===== src/hw/rtl/qaltok_pkg.sv =====
// package for the quoted argument line tokenizer
// character codes, parse modes, verdict codes, widths, default sizes and a white-space test; no dependencies
package qaltok_pkg;

  // default sizes
  localparam int MAX_ARG_LEN_DEF = 256;
  localparam int MAX_ARGS_DEF    = 16;

  // widths fixed by the interface
  localparam int CH_W     = 8;
  localparam int CFG_W    = 5;
  localparam int IDX_W    = 4;
  localparam int STATUS_W = 3;
  localparam int COUNT_W  = 5;

  localparam logic [CFG_W-1:0] CFG_MAX_TOKENS_RST = 5'd16;

  // character codes
  localparam logic [CH_W-1:0] CH_NUL   = 8'h00;
  localparam logic [CH_W-1:0] CH_SPACE = 8'h20;
  localparam logic [CH_W-1:0] CH_TAB   = 8'h09;
  localparam logic [CH_W-1:0] CH_CR    = 8'h0D;
  localparam logic [CH_W-1:0] CH_SEMI  = 8'h3B;
  localparam logic [CH_W-1:0] CH_HASH  = 8'h23;
  localparam logic [CH_W-1:0] CH_BSL   = 8'h5C;
  localparam logic [CH_W-1:0] CH_DQ    = 8'h22;
  localparam logic [CH_W-1:0] CH_SQ    = 8'h27;

  // parse modes
  localparam logic [1:0] MODE_IDLE = 2'd0;
  localparam logic [1:0] MODE_DQ   = 2'd1;
  localparam logic [1:0] MODE_UNQ  = 2'd2;
  localparam logic [1:0] MODE_SQ   = 2'd3;

  // line verdicts
  localparam logic [STATUS_W-1:0] ST_OK       = 3'd0;
  localparam logic [STATUS_W-1:0] ST_BAD_ESC  = 3'd1;
  localparam logic [STATUS_W-1:0] ST_TOO_LONG = 3'd2;
  localparam logic [STATUS_W-1:0] ST_OPEN_DQ  = 3'd3;
  localparam logic [STATUS_W-1:0] ST_OPEN_SQ  = 3'd4;
  localparam logic [STATUS_W-1:0] ST_RESIDUAL = 3'd5;

  // white space, the zero byte included
  function automatic logic is_blank(input logic [CH_W-1:0] c);
    return (c == CH_NUL) || (c == CH_SPACE) || ((c >= CH_TAB) && (c <= CH_CR));
  endfunction

endpackage


===== src/hw/rtl/quoted_argument_line_tokenizer.sv =====
// top level of the quoted argument line tokenizer: input register, per-byte
// parser and result register; depends on qaltok_pkg
//
// Takes one line byte per request and gives exactly one result per request.
// A byte is accepted in every cycle in which in_ready is high; in_ready only
// drops when both the input register and the result register hold requests
// that the consumer has not taken. A byte passes the input, then the result
// register. The whole parse step (quotes, escapes, comments, limits, the
// verdict on the terminating zero) is one short combinational pass from the
// input register to the result register, and the line state is updated at
// the same edge, so the sustained rate is one byte per cycle while out_ready
// stays high. Arguments are split on white space; a backslash escapes a
// backslash, double quote or white space outside single quotes; ';' or '#'
// between arguments ends the line. Once a line halts (comment, argument
// limit, error) bytes are ignored up to the zero, which reports status and
// argument count and starts the next line. cfg_wdata sets the argument limit,
// saturated to 1..MAX_ARGS, and may only be written while the block is idle.
module quoted_argument_line_tokenizer
  import qaltok_pkg::*;
#(
  parameter int MAX_ARG_LEN = MAX_ARG_LEN_DEF,
  parameter int MAX_ARGS    = MAX_ARGS_DEF
) (
  input  logic                clk,
  input  logic                rst_n,
  // configuration
  input  logic                cfg_we,
  input  logic [CFG_W-1:0]    cfg_wdata,
  // byte stream in
  input  logic                in_valid,
  output logic                in_ready,
  input  logic [CH_W-1:0]     in_ch,
  // results out
  output logic                out_valid,
  input  logic                out_ready,
  output logic                out_char_valid,
  output logic [CH_W-1:0]     out_char_out,
  output logic                out_token_end,
  output logic [IDX_W-1:0]    out_token_index,
  output logic                out_line_done,
  output logic [STATUS_W-1:0] out_status,
  output logic [COUNT_W-1:0]  out_token_count
);

  localparam int LEN_W = $clog2(MAX_ARG_LEN + 1);
  localparam int NUM_W = $clog2(MAX_ARGS + 1);

  // configuration register
  logic [CFG_W-1:0] max_tokens_r;

  // input register
  logic            s1_valid_r;
  logic [CH_W-1:0] s1_ch_r;

  // line state
  logic [1:0]          mode_r,   mode_nxt;
  logic                esc_r,    esc_nxt;
  logic [LEN_W-1:0]    len_r,    len_nxt;
  logic [NUM_W-1:0]    num_r,    num_nxt;
  logic                halted_r, halted_nxt;
  logic [STATUS_W-1:0] lstat_r,  lstat_nxt;

  // result of the current byte
  logic                res_char_valid;
  logic [CH_W-1:0]     res_char;
  logic                res_end;
  logic [NUM_W-1:0]    res_idx;
  logic                res_done;
  logic [STATUS_W-1:0] res_status;
  logic [NUM_W-1:0]    res_count;

  // result register
  logic                out_valid_r;
  logic                out_char_valid_r;
  logic [CH_W-1:0]     out_char_r;
  logic                out_end_r;
  logic [IDX_W-1:0]    out_idx_r;
  logic                out_done_r;
  logic [STATUS_W-1:0] out_status_r;
  logic [COUNT_W-1:0]  out_count_r;

  logic             advance;
  logic [NUM_W-1:0] limit;

  // the input register moves on whenever the result register is free or being emptied
  assign advance  = !out_valid_r || out_ready;
  assign in_ready = !s1_valid_r || advance;

  // argument limit saturated to 1..MAX_ARGS
  always_comb begin
    if (32'(max_tokens_r) > MAX_ARGS) begin
      limit = NUM_W'(MAX_ARGS);
    end else if (max_tokens_r == '0) begin
      limit = NUM_W'(1);
    end else begin
      limit = NUM_W'(max_tokens_r);
    end
  end

  // per-byte parse step
  always_comb begin
    logic            bs;
    logic            fin;
    logic [CH_W-1:0] o;
    logic            comment;
    logic            c_is_nul;

    mode_nxt       = mode_r;
    esc_nxt        = esc_r;
    len_nxt        = len_r;
    num_nxt        = num_r;
    halted_nxt     = halted_r;
    lstat_nxt      = lstat_r;
    res_char_valid = 1'b0;
    res_char       = '0;
    res_end        = 1'b0;
    res_idx        = '0;
    res_done       = 1'b0;
    res_status     = ST_OK;
    res_count      = '0;
    bs             = esc_r;
    fin            = 1'b0;
    o              = '0;
    comment        = 1'b0;
    c_is_nul       = (s1_ch_r == CH_NUL);

    if (!halted_r) begin
      if (!esc_r && s1_ch_r == CH_BSL && mode_r != MODE_SQ) begin
        esc_nxt = 1'b1;
      end else begin
        case (mode_r)
          MODE_IDLE: begin
            if (!is_blank(s1_ch_r)) begin
              if (s1_ch_r == CH_SEMI || s1_ch_r == CH_HASH) begin
                comment = 1'b1;
              end else if (!bs && s1_ch_r == CH_DQ) begin
                mode_nxt = MODE_DQ;
              end else if (!bs && s1_ch_r == CH_SQ) begin
                mode_nxt = MODE_SQ;
              end else begin
                o        = s1_ch_r;
                mode_nxt = MODE_UNQ;
              end
            end
          end
          MODE_UNQ: begin
            if (!bs && is_blank(s1_ch_r)) fin = 1'b1;
            else o = s1_ch_r;
          end
          MODE_DQ: begin
            if (!bs && s1_ch_r == CH_DQ) fin = 1'b1;
            else o = s1_ch_r;
          end
          MODE_SQ: begin
            if (s1_ch_r == CH_SQ) fin = 1'b1;
            else o = s1_ch_r;
          end
          default: begin
            o = '0;
          end
        endcase

        if (comment) begin
          halted_nxt = 1'b1;
          lstat_nxt  = ST_OK;
        end else begin
          if (fin) begin
            res_end  = 1'b1;
            res_idx  = num_r;
            mode_nxt = MODE_IDLE;
            len_nxt  = '0;
            num_nxt  = num_r + NUM_W'(1);
          end
          esc_nxt = 1'b0;
          if (bs && o != CH_NUL &&
              !(o == CH_BSL || o == CH_DQ || is_blank(o))) begin
            halted_nxt = 1'b1;
            lstat_nxt  = ST_BAD_ESC;
          end else if (o != CH_NUL) begin
            if (32'(len_r) >= MAX_ARG_LEN) begin
              halted_nxt = 1'b1;
              lstat_nxt  = ST_TOO_LONG;
            end else begin
              len_nxt        = len_r + LEN_W'(1);
              res_char_valid = 1'b1;
              res_char       = o;
              res_idx        = num_nxt;
            end
          end
          if (!halted_nxt && num_nxt >= limit) begin
            halted_nxt = 1'b1;
            lstat_nxt  = ST_OK;
          end
        end
      end

      // verdict for a line that ran to its zero byte
      if (c_is_nul && !halted_nxt) begin
        case (mode_nxt)
          MODE_DQ:  lstat_nxt = ST_OPEN_DQ;
          MODE_SQ:  lstat_nxt = ST_OPEN_SQ;
          MODE_UNQ: lstat_nxt = ST_RESIDUAL;
          default:  lstat_nxt = ST_OK;
        endcase
      end
    end

    // zero byte closes the line and starts the next one
    if (c_is_nul) begin
      res_done   = 1'b1;
      res_status = lstat_nxt;
      res_count  = (lstat_nxt == ST_OK) ? num_nxt : '0;
      mode_nxt   = MODE_IDLE;
      esc_nxt    = 1'b0;
      len_nxt    = '0;
      num_nxt    = '0;
      halted_nxt = 1'b0;
      lstat_nxt  = ST_OK;
    end
  end

  // configuration
  always_ff @(posedge clk) begin
    if (!rst_n) begin
      max_tokens_r <= CFG_MAX_TOKENS_RST;
    end else if (cfg_we) begin
      max_tokens_r <= cfg_wdata;
    end
  end

  // input register
  always_ff @(posedge clk) begin
    if (!rst_n) begin
      s1_valid_r <= 1'b0;
    end else if (in_ready) begin
      s1_valid_r <= in_valid;
    end
  end

  always_ff @(posedge clk) begin
    if (in_ready && in_valid) begin
      s1_ch_r <= in_ch;
    end
  end

  // line state, updated as a byte moves into the result register
  always_ff @(posedge clk) begin
    if (!rst_n) begin
      mode_r   <= MODE_IDLE;
      esc_r    <= 1'b0;
      len_r    <= '0;
      num_r    <= '0;
      halted_r <= 1'b0;
      lstat_r  <= ST_OK;
    end else if (s1_valid_r && advance) begin
      mode_r   <= mode_nxt;
      esc_r    <= esc_nxt;
      len_r    <= len_nxt;
      num_r    <= num_nxt;
      halted_r <= halted_nxt;
      lstat_r  <= lstat_nxt;
    end
  end

  // result register
  always_ff @(posedge clk) begin
    if (!rst_n) begin
      out_valid_r <= 1'b0;
    end else if (advance) begin
      out_valid_r <= s1_valid_r;
    end
  end

  always_ff @(posedge clk) begin
    if (s1_valid_r && advance) begin
      out_char_valid_r <= res_char_valid;
      out_char_r       <= res_char;
      out_end_r        <= res_end;
      out_idx_r        <= IDX_W'(res_idx);
      out_done_r       <= res_done;
      out_status_r     <= res_status;
      out_count_r      <= COUNT_W'(res_count);
    end
  end

  assign out_valid       = out_valid_r;
  assign out_char_valid  = out_char_valid_r;
  assign out_char_out    = out_char_r;
  assign out_token_end   = out_end_r;
  assign out_token_index = out_idx_r;
  assign out_line_done   = out_done_r;
  assign out_status      = out_status_r;
  assign out_token_count = out_count_r;

  // the zero byte never carries an argument character
  a_no_char_on_done: assert property (@(posedge clk) disable iff (!rst_n)
    out_valid_r && out_char_valid_r |-> !out_done_r)
    else $error("argument character on line end");

  // a failed line reports no argument count
  a_count_only_ok: assert property (@(posedge clk) disable iff (!rst_n)
    out_valid_r && out_status_r != ST_OK |-> out_count_r == '0)
    else $error("argument count on failed line");

  // an escape is never pending inside single quotes
  a_no_esc_in_sq: assert property (@(posedge clk) disable iff (!rst_n)
    esc_r |-> mode_r != MODE_SQ)
    else $error("escape pending in single quotes");

  // counters stay within their limits
  a_len_bound: assert property (@(posedge clk) disable iff (!rst_n)
    32'(len_r) <= MAX_ARG_LEN)
    else $error("argument length past limit");

  a_num_bound: assert property (@(posedge clk) disable iff (!rst_n)
    32'(num_r) <= MAX_ARGS)
    else $error("argument count past limit");

endmodule


===== config.mk =====
export PLATFORM = sky130hd
export DESIGN_NAME = quoted_argument_line_tokenizer
export DESIGN_NICKNAME = d
export VERILOG_FILES = /design/src/hw/rtl/qaltok_pkg.sv /design/src/hw/rtl/quoted_argument_line_tokenizer.sv
export SDC_FILE = /design/constraint.sdc
export NUM_CORES = 1
export LEC_CHECK = 0
export BUFFER_PORTS_ARGS = -buffer_cell sky130_fd_sc_hd__buf_4
export CAP_MARGIN = 40
export CORE_MARGIN = 4
export CORE_UTILIZATION = 46
export DETAILED_ROUTE_END_ITERATION = 7
export GPL_TIMING_DRIVEN = 0
export PLACE_DENSITY = 0.7
export SYNTH_ARGS = -nofsm -noshare
export SYNTH_HDL_FRONTEND = slang
export SYNTH_SLANG_ARGS = --single-unit

===== constraint.sdc =====
create_clock -name clk -period 4.65 [get_ports clk]
set_input_delay 0.6975 -clock clk [delete_from_list [all_inputs] [get_ports clk]]
set_output_delay 0.6975 -clock clk [all_outputs]
set_load 0.005 [all_outputs]

* After elaboration in Yosys (flattened, before gate mapping)
Cells that the tools add are included.
Storage, ports and cells: logic and storage cells 171, output and inout port bits 25, input port bits 18, register bits after elaboration 59
Operators by class: $lt $le $gt $ge 7, multiplexer cells 83, add/subtract/negate cells 2, bitwise operators 1, equal/unequal tests 20, reductions and logical operators 41
Operators with widths (count):
- two-way mux 8 bit | 9
- two-way mux 9 bit | 8
- equality test 8 x 6 -> 1 bit, second input constant | 7
- two-way mux 5 bit | 10
- case mux 8 bit (4 select lines) | 1
- two-way mux 1 bit | 30
- two-way mux 3 bit | 9
- two-way mux 2 bit | 10
- equality test 8 x 7 -> 1 bit, second input constant | 2
- greater-or-equal comparator 8 x 4 -> 1 bit, second input constant | 2
- <= comparator 8 x 4 -> 1 bit, second input constant | 2
- zero test 8 bit | 2
- two-way mux 4 bit | 4
- logical AND 1 bit | 13
- adder 9 x 1 -> 9 bit, second input constant | 1
- greater-or-equal comparator 9 bit, second input constant | 1
- logical OR 1 bit | 9
- case mux 3 bit (3 select lines) | 1
- equality test 2 bit, second input constant | 4
- nonzero test 8 bit | 1
- zero test 1 bit | 6
- != test 2 bit, second input constant | 3
- OR reduction 6 bit | 1
- adder 5 x 1 -> 5 bit, second input constant | 1
- 15 further kinds | 17

* Logic depth before layout (Yosys ltp)
Gate-level depths: netlist of run 1.
word-level depth 31, mapped depth 16, mapped depth without buffers 15

* Worst setup path before layout of run 1
OpenSTA, ideal clock, no wires.
kind reg-to-reg, from reg s1_ch_r[3], to reg out_count_r[0] (netlist: out_token_count[0]) (data pin), required time 4.447 ns, arrival 4.109 ns, setup time 0.203 ns, path slack 0.338 ns, stages on the path, launching flop included 17, path buffers 1, clock period less this slack 4.312 ns, cells stage by stage edfxtp_1 -> buf_6 -> or4_4 -> or4_4 -> o21bai_1 -> o22a_1 -> ha_1 -> inv_1 -> ha_1 -> nand2b_1 -> a21o_1 -> a211oi_1 -> o21ai_0 -> nor2_1 -> nor3_1 -> a211o_1 -> a2111oi_1
On the way: longest elaborated chain between the ends 31, elaborated cells between the ends (all ways) 97, those cells by class order compare (5); eq/ne (12); mux (54); reduce/logical (26)
Ends and longest elaborated chain:
- from (decl) | RTL line quoted_argument_line_tokenizer.sv:53 | logic [CH_W-1:0] s1_ch_r;
- from (signal assigned) | RTL line quoted_argument_line_tokenizer.sv:242 | s1_ch_r <= in_ch;
- branches (longest 31 deep; another with greater-or-equal comparator 8 x 4 -> 1 bit)
- to (signal assigned) | RTL line quoted_argument_line_tokenizer.sv:282 | out_count_r <= COUNT_W'(res_count);
- to (decl) | RTL line quoted_argument_line_tokenizer.sv:80 | logic [COUNT_W-1:0] out_count_r;
Parallel ways; which one is timed is not known. The select of a mux whose other input is x is not followed. A chain may end at the register's enable or synchronous reset.

* Worst setup path in the final report of run 1
from reg s1_ch_r[3], to reg out_count_r[4] (netlist: out_token_count[4]) (data pin)
Same word-level chain as after synthesis.

==> metrics.txt, run 1 <==
# TYPE chip_impl_metric gauge
chip_impl_metric{name="critical_path_required",unit="ns"} 4.79
chip_impl_metric{name="cp_max_fo",unit=""} 10
chip_impl_metric{name="synth_warnings",unit=""} 0
chip_impl_metric{name="irDropWorstVdd",unit="mV"} 0.1477
chip_impl_info{name="synth_top_family_by_area",value="compound AO/OA/AOI/OAI gates"} 1
chip_impl_metric{name="routed-via-count",unit=""} 2829
chip_impl_metric{name="grt_max_degree",unit=""} 21
chip_impl_metric{name="yosysSeqAreaShare",unit=""} 0.4444
chip_impl_info{name="rsz0062_at_grt",value="yes"} 1
chip_impl_metric{name="yosys.area.top_type_share",unit=""} 0.2774
chip_impl_metric{name="drc",unit=""} 0
chip_impl_metric{name="achievable-frequency",unit="MHz"} 222.6
chip_impl_metric{name="asyncSetResetFlopFracSynth",unit=""} 0
chip_impl_metric{name="totalNegativeSetupSlack",unit="ns"} 0
chip_impl_metric{name="hpwlAfterDp",unit="mm"} 5.830
chip_impl_metric{name="finalCritPeriodShare",unit=""} 0.9662
chip_impl_metric{name="overflow",unit=""} 0
chip_impl_info{name="worst-setup-path-type",value="flip-flop to flip-flop"} 1
chip_impl_metric{name="detail-route-antenna-nets",unit=""} 0
chip_impl_metric{name="postLayoutCoreUtil",unit=""} 0.5921
chip_impl_metric{name="synth.mux.area_fraction",unit=""} 0.01827
chip_impl_metric{name="register_area",unit="µm²"} 1491
chip_impl_metric{name="worst_pin_slew",unit="ns"} 0.7400
chip_impl_metric{name="post_route_cells_drive_above_1_share",unit=""} 0.2241
chip_impl_info{name="synth_largest_area_cell",value="sky130_fd_sc_hd__edfxtp_1"} 1
chip_impl_metric{name="antenna_found_initial",unit=""} 0
chip_impl_metric{name="power_leakage",unit="nW"} 1.541
chip_impl_metric{name="die_area",unit="µm²"} 8725
chip_impl_metric{name="layout_filler_cell_count",unit=""} 629
chip_impl_metric{name="clk_pin_slew_worst_paths",unit="ns"} 0.07
chip_impl_metric{name="synthesis.area_per_instance",unit="µm²"} 9.812
chip_impl_metric{name="power_density",unit="nW/µm²"} 286.7
chip_impl_metric{name="synth_simple_gate_area_share",unit=""} 0.2129
chip_impl_metric{name="core_footprint",unit="µm²"} 6944
chip_impl_info{name="outcome",value="complete, no violations"} 1
chip_impl_metric{name="antenna_cells_inserted",unit=""} 0
chip_impl_metric{name="synth_edf_count",unit=""} 31
chip_impl_metric{name="synth-adder-area-share",unit=""} 0.04847
chip_impl_metric{name="area_growth",unit="%"} 22.52
chip_impl_info{name="clock_tree.root_cell",value="sky130_fd_sc_hd__clkbuf_8"} 1
chip_impl_metric{name="report.final.setup_viol",unit=""} 0
chip_impl_info{name="cp-end-kind",value="flip-flop"} 1
chip_impl_metric{name="finalHoldViolCount",unit=""} 0
chip_impl_metric{name="synthCells",unit=""} 342
chip_impl_metric{name="num-nets-final",unit=""} 432
chip_impl_metric{name="synth_xor_area_frac",unit=""} 0.02610
chip_impl_metric{name="grt_first_pass_wirelength",unit="mm"} 13.10
chip_impl_metric{name="ioPinCount",unit=""} 43
chip_impl_info{name="synth-main-ff-cell",value="sky130_fd_sc_hd__edfxtp_1"} 1
chip_impl_info{name="cts_tree",value="yes"} 1
chip_impl_metric{name="die_h",unit="µm"} 93.41
chip_impl_metric{name="layout.cell_area.non_filler",unit="µm²"} 4111
chip_impl_metric{name="place.port_buffers",unit=""} 41
chip_impl_metric{name="cts_htree_levels",unit=""} 3
chip_impl_metric{name="timing.critical_path.arrival",unit="ns"} 4.64
chip_impl_metric{name="report.power.total",unit="mW"} 1.179
chip_impl_info{name="synth_top_cells_by_area",value="sky130_fd_sc_hd__edfxtp_1 28%, sky130_fd_sc_hd__dfxtp_1 17%, sky130_fd_sc_hd__ha_1 4.8%"} 1
chip_impl_metric{name="timing.clock.skew",unit="ns"} 0.008597
chip_impl_metric{name="syn_area",unit="µm²"} 3356
chip_impl_metric{name="track_usage",unit=""} 0.1939
chip_impl_metric{name="cts_buffers",unit=""} 9
chip_impl_metric{name="fin_crit",unit="ns"} 4.493
chip_impl_metric{name="cts.sinks",unit=""} 59
chip_impl_metric{name="floorplan.initialDensity",unit=""} 0.4832
chip_impl_info{name="hold_path_class",value="flip-flop to flip-flop"} 1
chip_impl_metric{name="standard_cell_row_count",unit=""} 30
chip_impl_metric{name="drv.max_cap_violation_count",unit=""} 0
chip_impl_metric{name="routed_wire_length",unit="mm"} 7.993
chip_impl_metric{name="worst_slew_margin_rel",unit=""} 0.5029
chip_impl_metric{name="dp_cells",unit=""} 481
chip_impl_metric{name="routabilityCongestion",unit=""} 0.9076
chip_impl_metric{name="route.detailed.wl_per_inst",unit="µm"} 15.92
chip_impl_metric{name="die_w",unit="µm"} 93.41
chip_impl_metric{name="synth_cell_type_count",unit=""} 69
chip_impl_metric{name="mappedNetlistNets",unit=""} 373
chip_impl_metric{name="regToRegSetupSlack",unit="ns"} 0.16
chip_impl_metric{name="detailedRoute.firstPassIterationCount",unit=""} 4
chip_impl_info{name="mostFrequentLayoutCells",value="46 x sky130_fd_sc_hd__buf_4, 31 x sky130_fd_sc_hd__edfxtp_1, 29 x sky130_fd_sc_hd__nor2_1"} 1
chip_impl_metric{name="multi_input_area",unit="µm²"} 1817
chip_impl_metric{name="vias_per_cell",unit=""} 5.635
chip_impl_metric{name="final-instance-count-excl-fill",unit=""} 502
chip_impl_metric{name="slew_viols_final",unit=""} 0
chip_impl_info{name="start_kind",value="flip-flop"} 1
chip_impl_metric{name="yosys_register_bits",unit=""} 59
chip_impl_metric{name="placement_stage_cell_area",unit="µm²"} 3815
chip_impl_metric{name="clkLatencyLatePin",unit="ns"} 0.35
chip_impl_metric{name="synth_compound_area_frac",unit=""} 0.2133
chip_impl_info{name="mostFrequentLayoutCell",value="sky130_fd_sc_hd__buf_4"} 1
chip_impl_metric{name="first_global_vias",unit=""} 2647
chip_impl_metric{name="cts_buffer_depth",unit=""} 2
chip_impl_metric{name="detail_route.iter0.violations",unit=""} 200
cell usage after synthesis (all sizes together), types with 2 or more instances:
| cell | instances |
|---|---|
| a22oi | 5 |
| nor4 | 5 |
| nor2 | 30 |
| nand2 | 22 |
| a211o | 3 |
| ha | 13 |
| buf | 5 |
| o21ai | 13 |
| a21o | 3 |
| o21a | 2 |
| or3 | 5 |
| clkbuf | 12 |
| a2111oi | 9 |
| a32o | 2 |
| a32oi | 4 |
| a211oi | 2 |
| xor2 | 7 |
| dfxtp | 28 |
| o211ai | 3 |
| nor3 | 15 |
| and2 | 10 |
| edfxtp | 31 |
| nand2b | 5 |
| mux2i | 5 |
| xnor2 | 3 |
| nor3b | 2 |
| o311a | 2 |
| a21oi | 16 |
| and4b | 3 |
| a31oi | 4 |
| nor2b | 13 |
| and3 | 6 |
| or4 | 3 |
| nand3 | 12 |
| o2bb2ai | 2 |
| o31ai | 2 |
| a21boi | 2 |
| inv | 13 |
area by class of cell:
| cell class | count | area share |
|---|---|---|
| clock buffers | 10 | 0.03104 |
| well taps | 96 | 0.02921 |
| inverters | 13 | 0.01187 |
| flip-flops and latches | 59 | 0.3628 |
| repair buffers | 48 | 0.09160 |
| plain buffers | 17 | 0.01795 |
| multi-input cells | 253 | 0.4419 |
| clock inverters | 6 | 0.01369 |
final timing paths:
| check | end | cells past startpoint | start |
|---|---|---|---|
| worst max-delay path | out_token_count[4]$_SDFFCE_PN0P_ | 16 | s1_ch_r[3]$_DFFE_PP_ |
| worst max register to register | out_token_count[4]$_SDFFCE_PN0P_ | 16 | s1_ch_r[3]$_DFFE_PP_ |
| worst min-delay path | lstat_r[2]$_SDFFE_PN0P_ | 2 | lstat_r[2]$_SDFFE_PN0P_ |
| worst min register to register | lstat_r[2]$_SDFFE_PN0P_ | 2 | lstat_r[2]$_SDFFE_PN0P_ |
layer usage:
layer | wire, µm | vias up | global-route usage
li1 | - | 1405 | -
met1 | 3694 | 1343 | 0.2567
met2 | 3825 | 65 | 0.3073
met3 | 295 | 16 | 0.02816
met4 | 178 | 0 | 0.09890
met5 | 0 | - | 0
metrics by stage:
| step | hold WS [ns] | worst slack, ns |
|---|---|---|
| finish | 0.4386 | 0.1570 |
| global route | 0.4588 | -0.06538 |
| CTS | 0.4403 | 0.009054 |
| detailed placement | 0.4296 | -0.2025 |
| global placement | 0.4295 | -0.1388 |
| floorplan | 0.4124 | 0.3378 |
state kept, by name, summed over array words and instances, names as in the netlist:
register,flops
out_line_done,1
out_token_end,1
s1_valid_r,1
num_r,5
out_char_valid,1
out_char_out,8
s1_ch_r,8
esc_r,1
lstat_r,3
halted_r,1
out_token_count,5
max_tokens_r,5
out_status,3
mode_r,2
out_valid,1
out_token_index,4
len_r,9
repair_timing:
item                                    in CTS  in global routing
pin swaps                                    1                  3
gates resized for setup                      4                 11
gates cloned                                 0                  0
buffers inserted                             0                  5
hold buffers                                 0                  0
endpoints found under the setup margin       6                  6
logic make-up after synthesis:
| group | Yosys count |
|---|---|
| fa+ha+maj | 13 |
| compound gates | 89 |
| xor+xnor | 10 |
| simple gates | 135 |
| mux | 6 |
| buf+inv | 30 |
| flops | 59 |
report_power, final:
part	leakage [nW]	total [mW]	switching (mW)	internal, mW
combinational	0.926	0.150	0.0869	0.0627
clock	0.0935	0.448	0.206	0.243
sequential	0.522	0.581	0.0103	0.570
total	1.54	1.18	0.303	0.876
critical path: stages, from the launching register on:
cell,delay [ns]
sky130_fd_sc_hd__edfxtp_1,0.38
sky130_fd_sc_hd__buf_6,0.15
sky130_fd_sc_hd__or4_4,0.56
sky130_fd_sc_hd__or4_4,0.55
sky130_fd_sc_hd__o21bai_4,0.15
sky130_fd_sc_hd__o22a_2,0.23
sky130_fd_sc_hd__ha_1,0.25
sky130_fd_sc_hd__inv_1,0.09
sky130_fd_sc_hd__ha_1,0.23
sky130_fd_sc_hd__nand2b_1,0.13
sky130_fd_sc_hd__a21o_1,0.19
sky130_fd_sc_hd__a211oi_2,0.24
sky130_fd_sc_hd__o21ai_2,0.14
sky130_fd_sc_hd__nor2_2,0.13
sky130_fd_sc_hd__nor3_1,0.07
sky130_fd_sc_hd__a211o_2,0.46
sky130_fd_sc_hd__a2111oi_2,0.34
(Power assumes the default switching activity.)
==> run 2, diff against run 1 <==
clock period = 5.22 ns   (was 4.65 ns; I/O delays follow)
==> run 2 against run 1 <==
Against the previous run: critical path depth stayed put; routed wire length stayed put; clock-buffer cell count stayed put; cell area is 2.4% lower; core utilization is 1.4 points lower; setup slack better by 0.20 ns; critical endpoint unchanged; maximum frequency is 7.5% lower; register-to-register slack better by 0.20 ns; clock skew is 0.00095 ns lower; sequential share of layout area is 0.91 points higher; sequential cell count stayed put.
==> metrics.txt, run 2 (synthesis results as in run 1) <==
# TYPE chip_impl_metric gauge
chip_impl_metric{name="postLayoutCoreUtil",unit=""} 0.5777
chip_impl_metric{name="routabilityCongestion",unit=""} 0.9076
chip_impl_metric{name="ioPinCount",unit=""} 43
chip_impl_metric{name="layout.cell_area.non_filler",unit="µm²"} 4011
chip_impl_metric{name="fin_crit",unit="ns"} 4.859
chip_impl_metric{name="vias_per_cell",unit=""} 5.648
chip_impl_metric{name="slew_viols_final",unit=""} 0
chip_impl_metric{name="irDropWorstVdd",unit="mV"} 0.1368
chip_impl_metric{name="critical_path_required",unit="ns"} 5.34
chip_impl_metric{name="worst_slew_margin_rel",unit=""} 0.5163
chip_impl_metric{name="cts_buffers",unit=""} 9
chip_impl_info{name="cp-end-kind",value="flip-flop"} 1
chip_impl_metric{name="drc",unit=""} 0
chip_impl_info{name="hold_path_class",value="flip-flop to flip-flop"} 1
chip_impl_metric{name="area_growth",unit="%"} 19.54
chip_impl_info{name="top_register",value="len_r"} 1
chip_impl_metric{name="routed_wire_length",unit="mm"} 7.993
chip_impl_metric{name="regToRegSetupSlack",unit="ns"} 0.36
chip_impl_metric{name="finalHoldWorstSlack",unit="ns"} 0.4395
chip_impl_metric{name="placement_stage_cell_area",unit="µm²"} 3815
chip_impl_metric{name="detail_route.iter0.violations",unit=""} 243
chip_impl_metric{name="route.detailed.wl_per_inst",unit="µm"} 16.08
chip_impl_metric{name="power_leakage",unit="nW"} 1.513
chip_impl_info{name="cts_tree",value="yes"} 1
chip_impl_metric{name="grt_first_pass_wirelength",unit="mm"} 13.03
chip_impl_metric{name="finalHoldViolCount",unit=""} 0
chip_impl_metric{name="antenna_cells_inserted",unit=""} 0
chip_impl_metric{name="place.port_buffers",unit=""} 41
chip_impl_metric{name="antenna_found_initial",unit=""} 0
chip_impl_metric{name="cts.sinks",unit=""} 59
chip_impl_info{name="rsz0062_at_grt",value="no"} 1
chip_impl_metric{name="routed-via-count",unit=""} 2807
chip_impl_metric{name="die_area",unit="µm²"} 8725
chip_impl_metric{name="postLayoutSetupSlackWorst",unit="ns"} 0.3614
chip_impl_metric{name="clk_pin_slew_worst_paths",unit="ns"} 0.07
chip_impl_metric{name="worst_pin_slew",unit="ns"} 0.7201
chip_impl_metric{name="standard_cell_row_count",unit=""} 30
chip_impl_metric{name="worstRegToRegCells",unit=""} 16
chip_impl_metric{name="clkLatencyLatePin",unit="ns"} 0.35
chip_impl_metric{name="timing.critical_path.arrival",unit="ns"} 4.98
chip_impl_metric{name="cp_max_fo",unit=""} 10
chip_impl_metric{name="die_w",unit="µm"} 93.41
chip_impl_metric{name="power_density",unit="nW/µm²"} 261.8
chip_impl_metric{name="totalNegativeSetupSlack",unit="ns"} 0
chip_impl_info{name="outcome",value="complete, no violations"} 1
chip_impl_metric{name="achievable-frequency",unit="MHz"} 205.8
chip_impl_metric{name="post_route_cells_drive_above_1_share",unit=""} 0.1870
chip_impl_metric{name="grt_max_degree",unit=""} 21
chip_impl_metric{name="overflow",unit=""} 0
chip_impl_metric{name="num-nets-final",unit=""} 427
chip_impl_metric{name="detailedRoute.firstPassIterationCount",unit=""} 4
chip_impl_info{name="mostFrequentLayoutCells",value="41 x sky130_fd_sc_hd__buf_4, 31 x sky130_fd_sc_hd__edfxtp_1, 30 x sky130_fd_sc_hd__nor2_1"} 1
chip_impl_metric{name="dp_slack",unit="ns"} 0.3675
chip_impl_metric{name="core_footprint",unit="µm²"} 6944
chip_impl_metric{name="floorplan.initialDensity",unit=""} 0.4832
chip_impl_metric{name="cts_buffer_depth",unit=""} 2
chip_impl_info{name="start_kind",value="flip-flop"} 1
chip_impl_metric{name="first_global_vias",unit=""} 2650
chip_impl_metric{name="cts_hold_buffers",unit=""} 0
chip_impl_metric{name="largest_register_ffs",unit=""} 9
chip_impl_metric{name="detail-route-antenna-nets",unit=""} 0
chip_impl_info{name="mostFrequentLayoutCell",value="sky130_fd_sc_hd__buf_4"} 1
chip_impl_metric{name="hpwlAfterDp",unit="mm"} 5.830
chip_impl_info{name="worst-setup-path-type",value="flip-flop to flip-flop"} 1
chip_impl_metric{name="finalCritPeriodShare",unit=""} 0.9308
chip_impl_metric{name="timing.clock.skew",unit="ns"} 0.007648
chip_impl_metric{name="drv.max_cap_violation_count",unit=""} 0
chip_impl_metric{name="min_delay_path_depth",unit=""} 2
chip_impl_metric{name="die_h",unit="µm"} 93.41
chip_impl_metric{name="report.final.setup_viol",unit=""} 0
chip_impl_info{name="clock_tree.root_cell",value="sky130_fd_sc_hd__clkbuf_8"} 1
chip_impl_metric{name="cts_htree_levels",unit=""} 3
chip_impl_metric{name="track_usage",unit=""} 0.1931
[run 2: critical path, stage by stage (launching register included)]
cell	delay [ns]
sky130_fd_sc_hd__edfxtp_1	0.38
sky130_fd_sc_hd__buf_6	0.15
sky130_fd_sc_hd__or4_4	0.56
sky130_fd_sc_hd__or4_4	0.54
sky130_fd_sc_hd__o21bai_1	0.24
sky130_fd_sc_hd__o22a_1	0.32
sky130_fd_sc_hd__ha_1	0.29
sky130_fd_sc_hd__inv_1	0.09
sky130_fd_sc_hd__ha_1	0.23
sky130_fd_sc_hd__nand2b_1	0.14
sky130_fd_sc_hd__a21o_1	0.18
sky130_fd_sc_hd__a211oi_1	0.21
sky130_fd_sc_hd__o21ai_0	0.23
sky130_fd_sc_hd__nor2_1	0.19
sky130_fd_sc_hd__nor3_1	0.06
sky130_fd_sc_hd__a211o_1	0.42
sky130_fd_sc_hd__a2111oi_1	0.41
[run 2: final timing paths]
| check | start | end |
|---|---|---|
| max | s1_ch_r[3]$_DFFE_PP_ | out_token_count[4]$_SDFFCE_PN0P_ |
| min | lstat_r[2]$_SDFFE_PN0P_ | lstat_r[2]$_SDFFE_PN0P_ |
| max reg2reg | s1_ch_r[3]$_DFFE_PP_ | out_token_count[4]$_SDFFCE_PN0P_ |
| min reg2reg | lstat_r[2]$_SDFFE_PN0P_ | lstat_r[2]$_SDFFE_PN0P_ |
[run 2: routing by layer]
layer | routed length (µm) | up-vias | GRT usage
met4 | 156 | 0 | 0.09890
met2 | 3759 | 64 | 0.3049
met3 | 300 | 15 | 0.02816
met5 | 0 | - | 0
li1 | - | 1398 | -
met1 | 3776 | 1330 | 0.2562
[run 2: area by class of cell]
cell class | instances | area [µm²]
inverters | 13 | 48.80
flip-flops and latches | 59 | 1491
well taps | 96 | 120.1
repair buffers | 43 | 339.1
plain buffers | 17 | 73.82
clock inverters | 6 | 56.30
multi-input cells | 253 | 1754
clock buffers | 10 | 127.6
fillers | 632 | 2933
[run 2: repair_timing]
action / CTS / global route
endpoints found under the setup margin: 0 / 3
endpoints found under the hold margin: 0 / 0
setup buffers: 0 / 0
gates resized for setup: 0 / 1
[run 2: where the power goes]
part,switching [mW],leakage (nW),internal (mW)
logic,0.0751,0.898,0.0549
clock network,0.187,0.0935,0.216
registers,0.00921,0.522,0.508
total,0.271,1.51,0.779
[run 2: metrics by stage]
step	cells	power, mW
6_report	497	1.050
5_1_grt	497	1.089
4_1_cts	497	1.055
3_5_place_dp	481	0.6557
3_3_place_gp	479	0.6491
2_1_floorplan	342	0.6056
